File: config.mk
export PLATFORM = sky130hd
export DESIGN_NAME = dnns_ram
export DESIGN_NICKNAME = d
export VERILOG_FILES = /design/src/sv/dnns_ram.sv
export SDC_FILE = /design/constraint.sdc
export NUM_CORES = 1
export LEC_CHECK = 0
export BUFFER_PORTS_ARGS = -buffer_cell sky130_fd_sc_hd__buf_2
export CAP_MARGIN = 5
export CORE_ASPECT_RATIO = 1.2
export CORE_MARGIN = 5
export CORE_UTILIZATION = 34
export DETAILED_ROUTE_END_ITERATION = 10
export PLACE_DENSITY = 0.56
export SLEW_MARGIN = 10
export SYNTH_ARGS = -nofsm -noshare
export SYNTH_HDL_FRONTEND = slang
export SYNTH_SLANG_ARGS = --single-unit
File: constraint.sdc
create_clock -name clk -period 2.3 [get_ports clk]
set_input_delay 0.46 -clock clk [delete_from_list [all_inputs] [get_ports clk]]
set_output_delay 0.46 -clock clk [all_outputs]
set_load 0.01 [all_outputs]
File: src/sv/dnns_ram.sv
// Generic single-write, single-read RAM with registered read data.
module dnns_ram #(
  parameter int WIDTH = 8,
  parameter int DEPTH = 16
) (
  input  logic                     clk,
  input  logic                     we,
  input  logic [$clog2(DEPTH)-1:0] waddr,
  input  logic [WIDTH-1:0]         wdata,
  input  logic [$clog2(DEPTH)-1:0] raddr,
  output logic [WIDTH-1:0]         rdata
);

  logic [WIDTH-1:0] mem [DEPTH];

  always_ff @(posedge clk) begin
    if (we) begin
      mem[waddr] <= wdata;
    end
    rdata <= mem[raddr];
  end

endmodule

==> results_dict.tcl, run 1 <==
set metrics [dict create \
    outcome "finished clean" \
    place_inst 471 \
    grt_pass1_wl_mm 15.7 \
    hold_start "wdata[1]" \
    p_comb_share_pct 4.7 \
    antenna_found_initial 0 \
    io_buffers 25 \
    htreeDepth 4 \
    hold_viol_final 0 \
    groute.usage.overall_pct 12.3 \
    grt_pass1_vias 2627 \
    min_delay_path_depth 1 \
    synth_area_leaders "edfxtp_1, mux4_2, mux4_1" \
    hold_path_end "mem[7][1]" \
    grt_overflow_total 0 \
    synth_top_area_share_pct 74.7 \
    utilization_pct 41.4 \
    postPlaceCellArea_um2 5630 \
    r2r_setup_slack_ns 0.94 \
    antenna_left 0 \
    peakVddDrop_v 0.000410 \
    place.gp.congestion 0.745 \
    yosysTopAreaCell "edfxtp_1" \
    swShare_pct 19.3 \
    vias 2432 \
    fp.coreArea_um2 15000 \
    synth_edf_count 128 \
    postCtsHoldBufs 0 \
    syn2layout_area_growth_pct 20.3 \
    vias_per_cell 4.83 \
    powerDensity_nw_per_um2 905 \
    drv_cap 0 \
    slew_violations 0 \
    synth_common_cells "edfxtp_1, mux4_2, a22oi_1" \
    ys_types 19 \
    synth_most_common_cell "edfxtp_1" \
    grt_max_degree 33 \
    syn-num-nets 247 \
    fin_crit_ns 1.53 \
    clockRootBuffer "clkbuf_16" \
    clockBufferDepth 2 \
    max-slew-margin-rel_pct 66.6 \
    die_w_um 122 \
    drt-wirelength-per-cell_um 19.6 \
    drc 0 \
    ys_seq_elements 136 \
    rows 49 \
    syn_inst 229 \
    fin_crit_sh_pct 66.6 \
    drt_iter0_drc 124 \
    dr.pass1.iters 4 \
    clock.fmax_mhz 653 \
    cp.arrival_ns 1.82 \
    regToRegEndpoint "rdata[2]" \
    fin_nets 304 \
    synth_area_um2 5150 \
    cts_tree "yes" \
    p_leak_nw 2.10 \
    hpwl_mm 6.55 \
    finalSetupViolations 0 \
    critical_path_required_ns 2.58 \
    hp-class "input pin to register" \
    fin_worst_skew_ns 0.00506 \
    worst_pin_slew_ns 0.499 \
    initial_utilization_pct 34.4 \
    synth_flop_cell "edfxtp_1" \
    clk_pin_slew_ns 0.05 \
    clkPwrFrac_pct 45.6 \
    critPathCaptureType "register" \
    path_max_fanout 32 \
    p_int_mw 4.53 \
    antenna_cells 0 \
    cts_buffers 17 \
    cts_setup_buffers 0 \
    synth_warnings 0 \
    fin_tns_setup_ns 0 \
    hold_slack_ns 0.447 \
    start_kind "input pin" \
    io_pins 26 \
    ys_async_sr_fraction_pct 0 \
    post_synth.cell_area_avg_um2 22.5 \
    clk_latency_ns 0.40 \
    r2r_start "mem[0][2]" \
    drive_above_1_share_pct 31.8 \
    crit_type "input pin to register" \
    rsz0062_at_grt "no" \
    reg2reg_depth 3 \
    routed_wl_mm 9.86 \
    fin_cells 503 \
    ys_seq_area_share_pct 77.8 \
    p_seq_share_pct 49.7 \
    switching_power_mw 1.08 \
    finalInstanceArea_um2 6190 \
    cts_resized 0 \
    die_y_um 145 \
    die_area_um2 17700 \
    numClockSinks 136 \
]
worst max path at each step:
| stage | slack [ns] | endpoint | start |
|---|---|---|---|
| floorplan | 0.35 | mem[0][0] | waddr[2] |
| global placement | 0.33 | rdata[2] | raddr[0] |
| detailed placement | 0.35 | rdata[5] | raddr[0] |
| CTS | 0.78 | rdata[2] | raddr[0] |
| global route | 0.70 | rdata[2] | raddr[0] |
| finish | 0.77 | rdata[2] | raddr[0] |
placed cells by master, fill, tap and decap left out:
cell type	Yosys	layout
buf_4	1	22
mux4_2	18	18
nand2b_1	2	2
clkinv_4	0	1
buf_2	3	25
and2b_1	1	1
and2_1	1	1
mux4_1	14	14
nor2_1	13	13
clkbuf_1	0	4
edfxtp_1	128	128
buf_12	0	1
a22oi_1	16	16
clkinv_2	0	6
nand3b_1	2	2
nor2b_1	1	1
clkbuf_8	0	2
or3b_2	1	1
nand3_1	1	1
bufinv_16	0	2
dfxtp_1	8	8
nand2_1	9	9
nor3_1	4	4
clkbuf_16	0	17
area by class of cell:
| cell class | instances | area [um^2] |
|---|---|---|
| flip-flops and latches | 136 | 4000 |
| repair buffers | 48 | 310 |
| clock inverters | 9 | 98.8 |
| multi-input cells | 83 | 1060 |
| well taps | 204 | 255 |
| clock buffers | 23 | 468 |
| fillers | 1350 | 8770 |
state kept, by name, indices dropped and copies added, names as in the netlist:
name   cells
mem      128
rdata      8
worst max-delay path: stages:
cell and delay, ns:
buf_2 0.10, buf_12 0.25, mux4_1 0.59, a22oi_1 0.30
nand2_1 0.08
stage by stage:
step / worst slack, ns / power [mW]
global route: 0.695 / 5.82
finish: 0.769 / 5.61
CTS: 0.778 / 5.66
global placement: 0.329 / 3.10
detailed placement: 0.353 / 3.11
floorplan: 0.347 / 2.98
power by group through the flow:
stage / Clock [mW] / Sequential (mW) / Combinational, mW
after floorplan: 0 / 2.84 / 0.141
after global placement: 0 / 2.84 / 0.262
after detailed placement: 0 / 2.84 / 0.267
after CTS: 2.60 / 2.79 / 0.268
after global routing: 2.74 / 2.79 / 0.287
final: 2.56 / 2.79 / 0.262
per-layer routing:
| layer | vias to the layer above | GRT usage [%] | share of wire [%] |
|---|---|---|---|
| met5 | - | 0 | 0 |
| met4 | 0 | 4.78 | 1.0 |
| met3 | 7 | 3.03 | 3.9 |
| met2 | 61 | 19.9 | 50 |
| met1 | 1276 | 16.1 | 45 |
| li1 | 1088 | - | - |
cell families after synthesis:
logic type / share of synthesized area [%]
buffers and inverters: 1.68
flip-flops: 77.8
multiplexers: 15.0
AO/OA/AOI/OAI: 2.33
AND/OR/NAND/NOR: 3.18
(Power assumes the default switching activity.)
==> run 2, diff against run 1 <==
clock period = 1.6 ns   (was 2.3 ns; I/O delays follow)
==> run 2 against run 1 <==
  * Utilization is 0.42 points higher
  * Combinational power is 48% higher
  * Sequential power is 44% higher
  * Via count is 1.5% lower
  * Global-route usage is 0.079 points higher
  * Highest routed layer unchanged
  * Total power is 44% higher
  * Wire length is 1.6% higher
  * Non-clock buffer count is 6 higher
  * Final area is 1.0% higher
  * Die area stayed put
  * First-iteration DRC count is 0.81% lower
  * Register-to-register slack worse by 0.71 ns
==> results_dict.tcl, run 2 (same netlist as run 1, synthesis figures left out) <==
set metrics [dict create \
    hp-class "input pin to register" \
    grt_pass1_wl_mm 15.4 \
    drt_iter0_drc 123 \
    cts_buffers 17 \
    vias 2396 \
    path_buf_inv 2 \
    slowest_delay_ns 0.58 \
    drv_cap 0 \
    critPathTopFamily "multiplexers" \
    drive_above_1_share_pct 33.8 \
    groute.usage.overall_pct 12.4 \
    worst_pin_slew_ns 0.869 \
    ff_latch_area_um2 4000 \
    antenna_left 0 \
    die_w_um 122 \
    clock.fmax_mhz 704 \
    clockRootBuffer "clkbuf_16" \
    clockBufferDepth 2 \
    place.gp.congestion 0.722 \
    grt_overflow_total 0 \
    critPathCaptureType "register" \
    io_pins 26 \
    fin_ws_ns 0.179 \
    antenna_cells 0 \
    io_buffers 25 \
    rsz0062_at_grt "no" \
    final_cell_mix "edfxtp_1, buf_4, buf_2" \
    largest_reg_flops 128 \
    finalInstanceArea_um2 6260 \
    hold_slack_ns 0.297 \
    outcome "finished clean" \
    routed_wl_mm 10.0 \
    crit_type "input pin to register" \
    fp.coreArea_um2 15000 \
    cts_tree "yes" \
    die_area_um2 17700 \
    finalSetupViolations 0 \
    layout_commonest_cell "edfxtp_1" \
    rows 49 \
    max-slew-margin-rel_pct 41.9 \
    postCtsHoldBufs 0 \
    antenna_found_initial 0 \
    drt-wirelength-per-cell_um 19.7 \
    fin_nets 310 \
    multi_input_area_um2 1060 \
    path_max_fanout 14 \
    initial_utilization_pct 34.4 \
    syn2layout_area_growth_pct 21.5 \
    dr.pass1.iters 4 \
    cts_setup_buffers 0 \
    fin_tns_setup_ns 0 \
    fin_worst_skew_ns 0.00770 \
    clk_pin_slew_ns 0.05 \
    hold_viol_final 0 \
    vias_per_cell 4.71 \
    powerDensity_nw_per_um2 1290 \
    drc 0 \
    crit_slowest_cell "mux4_1" \
    fin_crit_sh_pct 88.8 \
    place_ws_ns -0.292 \
    hpwl_mm 6.45 \
    nFillCells 1361 \
    place_inst 477 \
    postPlaceCellArea_um2 5690 \
    grt_max_degree 27 \
    fin_crit_ns 1.42 \
    cts_resized 0 \
    top_register "mem" \
    slew_violations 0 \
    cp_cell_sequence "buf_2 > buf_4 > mux4_1 > a22oi_1 > nand2_1" \
    top_regs "mem x128, rdata x8" \
    total_power_mw 8.08 \
    cp.arrival_ns 1.70 \
    fin_cells 509 \
    start_kind "input pin" \
    grt_pass1_vias 2568 \
    clk_latency_ns 0.41 \
    peakVddDrop_v 0.000670 \
    critical_path_required_ns 1.88 \
    utilization_pct 41.8 \
    p_leak_nw 2.14 \
    htreeDepth 4 \
    numClockSinks 136 \
    die_y_um 145 \
]
==> run 2: cell types whose count changed in the layout (fill, tap and decap cells not counted), sizes merged <==
cell | previous run | this run
buf | 48 | 54
clkbuf | 23 | 22
clkinvlp | 0 | 1
==> run 2: final timing paths <==
path / start / to / slack (ns) / depth (start not counted)
worst max-delay path: raddr[0] / rdata[3] / 0.18 / 5
worst min-delay path: wdata[4] / mem[10][4] / 0.30 / 1
worst max register to register: mem[0][3] / rdata[3] / 0.23 / 3
worst min register to register: mem[14][5] / rdata[5] / 0.67 / 3
==> run 2: power breakdown <==
group          switching, mW  internal (mW)
Sequential            0.0239           3.99
Combinational          0.212          0.174
Clock                   1.33           2.35
==> run 2: routing by layer <==
| metal | up-vias | wire, um | share of wire [%] | track usage [%] |
|---|---|---|---|---|
| met2 | 60 | 4900 | 49 | 19.0 |
| met1 | 1235 | 4550 | 45 | 16.6 |
| met3 | 6 | 507 | 5.1 | 4.16 |
| met5 | - | 0 | 0 | 0 |
| met4 | 0 | 68 | 0.68 | 4.07 |
| li1 | 1095 | - | - | - |
==> run 2: area by class of cell <==
class / instances / area share, %
clock buffers: 22 / 7.42
clock inverters: 10 / 1.64
multi-input cells: 83 / 17.0
flip-flops and latches: 136 / 64.0
well taps: 204 / 4.08
repair buffers: 54 / 5.88
