### src/sv/dnns_pkg.sv
// Shared types and constants for the directional nearest-neighbor search.
package dnns_pkg;

  localparam int AGENT_COUNT = 256;
  localparam int IDX_W       = $clog2(AGENT_COUNT);
  localparam int POS_W       = 20;
  localparam int AIM_W       = 3;
  localparam int DIST_W      = 14;

  localparam logic [20:0]       NARROW_LANE  = 21'd102;
  localparam logic [20:0]       WIDE_LANE    = 21'd307;
  localparam logic [DIST_W-1:0] DEFAULT_DIST = 14'd10240;

  localparam logic MODE_WRITE = 1'b0;
  localparam logic MODE_QUERY = 1'b1;

  localparam logic [AIM_W-1:0] AIM_PARKED = 3'd0;
  localparam logic [AIM_W-1:0] AIM_DOWN   = 3'd1;
  localparam logic [AIM_W-1:0] AIM_AISLE  = 3'd2;
  localparam logic [AIM_W-1:0] AIM_UP     = 3'd3;
  localparam logic [AIM_W-1:0] AIM_IN     = 3'd4;

  typedef struct packed {
    logic [AIM_W-1:0]        aim;
    logic signed [POS_W-1:0] y;
    logic signed [POS_W-1:0] x;
  } agent_t;

  typedef struct packed {
    logic              take;
    logic [DIST_W-1:0] span;
  } eval_res_t;

endpackage

### src/sv/dnns_eval.sv
// Separation unit: judges one table entry against the querying agent.
module dnns_eval (
  input  dnns_pkg::agent_t                q_ent,
  input  logic [dnns_pkg::IDX_W-1:0]      q_idx,
  input  dnns_pkg::agent_t                o_ent,
  input  logic [dnns_pkg::IDX_W-1:0]      o_idx,
  input  logic [dnns_pkg::DIST_W-1:0]     best_d,
  output dnns_pkg::eval_res_t             res
);

  logic signed [20:0] dx;
  logic signed [20:0] dy;
  logic [20:0]        adx;
  logic [20:0]        ady;
  logic signed [20:0] sep;
  logic               lane_ok;
  logic               sep_pos;
  logic               sep_lt;

  always_comb begin
    dx  = $signed({o_ent.x[19], o_ent.x}) - $signed({q_ent.x[19], q_ent.x});
    dy  = $signed({o_ent.y[19], o_ent.y}) - $signed({q_ent.y[19], q_ent.y});
    adx = dx[20] ? 21'(-dx) : 21'(dx);
    ady = dy[20] ? 21'(-dy) : 21'(dy);

    lane_ok = 1'b0;
    sep     = '0;
    case (q_ent.aim)
      dnns_pkg::AIM_DOWN: begin
        lane_ok = (adx <= dnns_pkg::NARROW_LANE);
        sep     = -dy;
      end
      dnns_pkg::AIM_AISLE: begin
        lane_ok = (adx <= dnns_pkg::WIDE_LANE);
        sep     = -dy;
      end
      dnns_pkg::AIM_UP: begin
        lane_ok = (adx <= dnns_pkg::NARROW_LANE);
        sep     = dy;
      end
      dnns_pkg::AIM_IN: begin
        lane_ok = (ady <= dnns_pkg::NARROW_LANE);
        sep     = -dx;
      end
      default: begin
        lane_ok = 1'b0;
        sep     = '0;
      end
    endcase

    sep_pos = !sep[20] && (sep != '0);
    sep_lt  = (sep[19:0] < 20'(best_d));

    res.take = lane_ok && sep_pos && sep_lt && (o_ent.aim != dnns_pkg::AIM_PARKED)
               && (o_idx != q_idx);
    res.span = sep[dnns_pkg::DIST_W-1:0];
  end

endmodule

### config.mk
export PLATFORM = sky130hd
export DESIGN_NAME = dnns_eval
export DESIGN_NICKNAME = d
export VERILOG_FILES = /design/src/sv/dnns_pkg.sv /design/src/sv/dnns_eval.sv
export SDC_FILE = /design/constraint.sdc
export NUM_CORES = 1
export LEC_CHECK = 0
export ABC_AREA = 0
export BUFFER_PORTS_ARGS = -buffer_cell sky130_fd_sc_hd__buf_2
export CAP_MARGIN = 10
export CORE_AREA = 2 2 96 98
export DETAILED_ROUTE_END_ITERATION = 12
export DIE_AREA = 0 0 98 100
export PLACE_DENSITY = 0.9
export SLEW_MARGIN = 30
export SYNTH_ARGS = -nofsm -noshare
export SYNTH_HDL_FRONTEND = slang
export SYNTH_SLANG_ARGS = --single-unit
### constraint.sdc
create_clock -name vclk -period 6.3
set_clock_uncertainty 0.1 [all_clocks]
set_input_delay 0.315 -clock vclk [all_inputs]
set_output_delay 0.315 -clock vclk [all_outputs]
set_load 0.02 [all_outputs]
==> qor.yml, run 1 <==
clock_network:
  cts_setup_buffers: 0
  cts.repair.resized: 0
  ctsHoldBuffers: 0
critical_path:
  crit_start: "q_ent[20]"
  required_ns: 5.88
  cp_max_fo: 6
  crit_family: "compound AO/OA/AOI/OAI gates"
  timing.critical_path.buf_inv: 2
  slowest_delay_ns: 0.69
  startpoint_type: "input port"
  slowest_stage: "or4_1"
  end_kind: "output port"
  cp.depth: 21
  crit_type: "in2out"
  worstPathArrival_ns: 5.33
  critical_path.cell_chain: "buf_2 -> ha_1 -> fa_1 -> nand2b_1 -> a211o_1 -> a31oi_2 -> a221oi_1 -> or4_1 -> nor3_1 -> maj3_1 -> a22oi_1 -> o221ai_1 -> ha_1 -> a21oi_1 -> nor2b_1 -> o21ai_0 -> o21ai_0 -> nor4_1 -> o2111ai_1 -> a2111oi_2 -> buf_2"
logic_synthesis:
  synth_fp_nets: 925
  synth_common_cells: "nor2_1 (72), inv_1 (69), ha_1 (59)"
  yosys-top-cells-area: "ha_1 (15%), nor2_1 (5.5%), inv_1 (5.3%)"
  synth_cells: 748
  yosysSeqAreaShare_pct: 0
  synth_area_um2: 4880
  synth.avg_cell_area_um2: 6.52
  yosys.area.top_type_share_pct: 15.1
  yosys_warnings: 0
  synth_top_cell_by_area: "ha_1"
  post-synth-top-count-cell: "nor2_1"
  synth.distinct_cells: 77
global_route:
  grt_first_pass_wirelength_mm: 22.4
  antenna_found_initial: 0
  grt-ovfl-total: 0
  grt_max_degree: 31
  grt_pass1_vias: 5220
  track_usage_pct: 25.8
timing:
  fin_crit_sh_pct: 91.2
  period_needed_ns: 5.74
  worst_pin_slew_ns: 0.798
  rsz0062_at_grt: "false"
  tns_ns: 0
  maxSlewHeadroom_pct: 46.3
  max_freq_mhz: 174
  finalSetupViolCount: 0
  hold_ws_ns: 1.17
  maxSlewViolCount: 0
  hold_viol: 0
power_and_ir_drop:
  p_clk_share_pct: 0
  p_switching_mw: 0.412
  finalPower_mw: 0.678
  p_leak_nw: 2.69
  vdd_drop_max_v: 0.0000763
  swShare_pct: 60.7
  power.density_nw_per_um2: 121
  power.share.sequential_pct: 0
  p_int_mw: 0.267
  combPwrFrac_pct: 100.0
routing:
  wl_per_cell_um: 14.0
  remaining_drc_errors: 0
  first_pass_iters: 5
  ant_nets: 0
  vias: 5917
  wl_mm: 13.6
  drt_iter0_drc: 411
  via_per_inst: 6.12
placed_design:
  hpwlAfterDp_mm: 11.2
  portBuffers: 131
  place_congestion: 1.07
cells_and_area:
  area.growth.synth_to_final_pct: 14.8
  seq_area_um2: 0
  nets: 1035
  seq_cells: 0
  nClkBuffers: 0
  diodes: 0
  drive_gt1_share_pct: 18.2
flow_run:
  cap_viol_max_count: 0
min_path:
  hold_class: "in2out"
  whs_path_depth: 3
  min_from: "q_ent[42]"
floorplanning:
  initial_core_util_pct: 54.9
  die_x_um: 98
  die_area_um2: 9800
  pin_count: 131
  coreArea_um2: 8890
  rows: 35
  die_h_um: 100
outcome:
  status: "complete, no violations"
-- power by group through the flow --
stage / Combinational (mW) / Sequential (mW) / Clock, mW
floorplan: 0.497 / 0 / 0
global placement: 0.649 / 0 / 0
detailed placement: 0.662 / 0 / 0
CTS: 0.666 / 0 / 0
global route: 0.749 / 0 / 0
finish: 0.678 / 0 / 0
-- metrics by stage --
stage,setup slack [ns],cell area [um2],utilization [%],std cells
after floorplan,0.686,4880,-,748
after global placement,0.703,5600,63.0,966
after detailed placement,0.504,5600,63.0,966
after CTS,0.495,5600,63.0,966
after global routing,0.119,5600,63.0,967
final,0.557,5600,63.0,967
-- layout by cell type (no fill, tap or decap), drive strengths merged, types with 8 or more instances in the layout --
master   instances
buf            135
nand2b          19
ha              59
a22oi           11
or2              9
inv             69
xnor2           29
a211o            9
a2111oi          8
xor2            19
a21o            21
o211ai           9
mux2i            9
a21oi           43
nand2           51
o22ai           10
and3             9
nand3           27
nor2b           10
o21ai           47
nand4           16
nor3            39
nor2            72
a211oi          11
-- cell families after synthesis --
kind of cell / share of synthesized area (%)
AO/OA/AOI/OAI: 31.5
XOR/XNOR: 8.77
adder cells (fa/ha/maj): 17.4
buffers and inverters: 7.49
multiplexers: 2.08
AND/OR/NAND/NOR: 32.8
-- worst paths after layout --
check	slack, ns	end
hold / removal	1.17	res[13]
setup / recovery	0.56	res[14]
-- final cells by class --
class / count / area [um2]
multi-input cells: 651 / 4510
fillers: 880 / 3290
repair buffers: 136 / 691
inverters: 69 / 259
well taps: 111 / 139
-- routing by layer --
layer	wire [um]	global-route usage [%]	part of all wire (%)
met1	5930	32.7	44
met2	6520	47.4	48
met3	781	2.30	5.8
met4	319	6.30	2.4
met5	0	0	0
No activity file was read; power rests on OpenSTA's default activity.
==> inputs of run 2 (changes only) <==
--- a/config.mk
+++ b/config.mk
@@ -5,12 +5,12 @@
 export SDC_FILE = /design/constraint.sdc
 export NUM_CORES = 1
 export LEC_CHECK = 0
-export ABC_AREA = 0
+export ABC_AREA = 1
 export BUFFER_PORTS_ARGS = -buffer_cell sky130_fd_sc_hd__buf_2
 export CAP_MARGIN = 10
-export CORE_AREA = 2 2 96 98
+export CORE_AREA = 2 2 102 104
 export DETAILED_ROUTE_END_ITERATION = 12
-export DIE_AREA = 0 0 98 100
+export DIE_AREA = 0 0 104 106
 export PLACE_DENSITY = 0.9
 export SLEW_MARGIN = 30
 export SYNTH_ARGS = -nofsm -noshare
==> constraint.sdc (replaced) <==
create_clock -name vclk -period 5.7
set_clock_uncertainty 0.1 [all_clocks]
set_input_delay 0.285 -clock vclk [all_inputs]
set_output_delay 0.285 -clock vclk [all_outputs]
set_load 0.02 [all_outputs]
==> run 2 against run 1 <==
Effect of this change: die area rose by 12%; count of clock-buffer cells in the layout unchanged; largest power group unchanged; cell count up 50%; final area is 16% higher; synthesized cell count increased by 58%.
==> qor.yml, run 2 <==
global_route:
  grt_first_pass_wirelength_mm: 28.4
  grt_max_degree: 20
  antenna_found_initial: 0
  grt-ovfl-total: 0
  track_usage_pct: 29.8
  grt_pass1_vias: 6625
power_and_ir_drop:
  finalPower_mw: 0.798
  power.density_nw_per_um2: 123
  p_int_mw: 0.262
  p_leak_nw: 4.17
  swShare_pct: 67.2
  p_switching_mw: 0.536
  p_clk_share_pct: 0
  power.share.sequential_pct: 0
  vdd_drop_max_v: 0.0000541
  combPwrFrac_pct: 100.0
routing:
  vias: 7558
  drt_iter0_drc: 530
  wl_per_cell_um: 11.5
  via_per_inst: 5.22
  first_pass_iters: 5
  remaining_drc_errors: 0
  wl_mm: 16.6
  ant_nets: 0
cells_and_area:
  drive_gt1_share_pct: 15.7
  final_common_cell: "nand2_1"
  layout_common_cells: "nand2_1 (428), inv_1 (233), buf_2 (131), nand3_1 (130), nor2_1 (103)"
  seq_area_um2: 0
  diodes: 0
  nets: 1490
  nClkBuffers: 0
  seq_cells: 0
  area.growth.synth_to_final_pct: 14.3
logic_synthesis:
  synth_top_cell_by_area: "nand2_1"
  synth.distinct_cells: 39
  yosys-top-cells-area: "nand2_1 (28%), inv_1 (15%), ha_1 (13%)"
  post-synth-top-count-cell: "nand2_1"
  synth_fp_nets: 1359
  yosys_warnings: 0
  yosysSeqAreaShare_pct: 0
  synth.avg_cell_area_um2: 4.80
  yosys.area.top_type_share_pct: 28.3
  synth_common_cells: "nand2_1 (428), inv_1 (233), nand3_1 (130)"
  synth_cells: 1182
  synth_area_um2: 5680
timing:
  tns_ns: 0
  worst_pin_slew_ns: 0.772
  finalSetupViolCount: 0
  hold_viol: 0
  hold_ws_ns: 1.07
  period_needed_ns: 4.50
  maxSlewViolCount: 0
  max_freq_mhz: 222
  fin_crit_sh_pct: 78.9
  rsz0062_at_grt: "false"
  maxSlewHeadroom_pct: 48.2
floorplanning:
  die_x_um: 104
  coreArea_um2: 10000
  die_h_um: 106
  pin_count: 131
  die_area_um2: 11000
  rows: 37
  initial_core_util_pct: 56.8
placed_design:
  hpwlAfterDp_mm: 14.7
  portBuffers: 131
  place_congestion: 0.979
clock_network:
  cts.repair.resized: 0
  cts_setup_buffers: 0
  ctsHoldBuffers: 0
critical_path:
  crit_type: "in2out"
  startpoint_type: "input port"
  required_ns: 5.32
  end_kind: "output port"
  cp_max_fo: 4
  worstPathArrival_ns: 4.11
outcome:
  status: "complete, no violations"
min_path:
  hold_class: "in2out"
flow_run:
  cap_viol_max_count: 0
run 2: power groups by stage:
stage	logic [mW]	clock network [mW]	registers [mW]
finish	0.798	0	0
global route	0.909	0	0
floorplan	0.584	0	0
detailed placement	0.782	0	0
global placement	0.771	0	0
CTS	0.785	0	0
run 2: logic make-up (layout without fill, tap and decap cells):
family	count (synthesis)	after routing	share of synthesized area, %
simple gates	775	775	59.7
buf+inv	257	386	17.1
compound gates	78	78	7.71
fa+ha+maj	61	61	13.7
xor+xnor	11	11	1.83
run 2: per-stage QoR:
| step | setup WS [ns] | utilization (%) | instances | instance area [um2] |
|---|---|---|---|---|
| after floorplan | 1.55 | - | 1182 | 5680 |
| after global placement | 1.37 | 64.9 | 1447 | 6490 |
| after detailed placement | 1.24 | 64.9 | 1447 | 6490 |
| after CTS | 1.23 | 64.9 | 1447 | 6490 |
| after global routing | 0.812 | 64.9 | 1447 | 6490 |
| final | 1.20 | 64.9 | 1447 | 6490 |
run 2: path summary, 6_finish.rpt:
| path | from | end | depth (start not counted) |
|---|---|---|---|
| worst max-delay path | q_ent[0] | res[14] | 25 |
| worst min-delay path | q_ent[0] | res[0] | 4 |
run 2: cell type report:
| class | instances | area (um2) |
|---|---|---|
| fill | 1052 | 3510 |
| tap | 136 | 170 |
| multi-input combinational | 925 | 4710 |
| inverter | 255 | 957 |
| timing repair buffer | 131 | 656 |
run 2: critical path: stages:
cell and delay, ns:
buf_2 0.10, ha_1 0.21, fa_1 0.40, inv_1 0.13, nand3_1 0.12, nand2_2 0.13
nand2_1 0.11, nand2_2 0.10, nand2_1 0.06, nand2_2 0.10, nand2_2 0.08, nor2_2 0.13
nand3_1 0.12, o21ai_1 0.18, nand3_1 0.13, o211ai_1 0.17, ha_1 0.31, a21oi_1 0.15
o21ai_0 0.09, a2111oi_0 0.39, nand3_1 0.12, a21oi_1 0.12, nand3_1 0.10, nor2_1 0.10
buf_2 0.16
run 2: per-layer routing:
metal / vias up / GRT usage (%) / part of all wire, %
met2: 327 / 48.7 / 42
met5: - / 0 / 0
met4: 0 / 6.27 / 2.0
li1: 3958 / - / -
met3: 28 / 3.37 / 9.1
met1: 3245 / 42.0 / 47
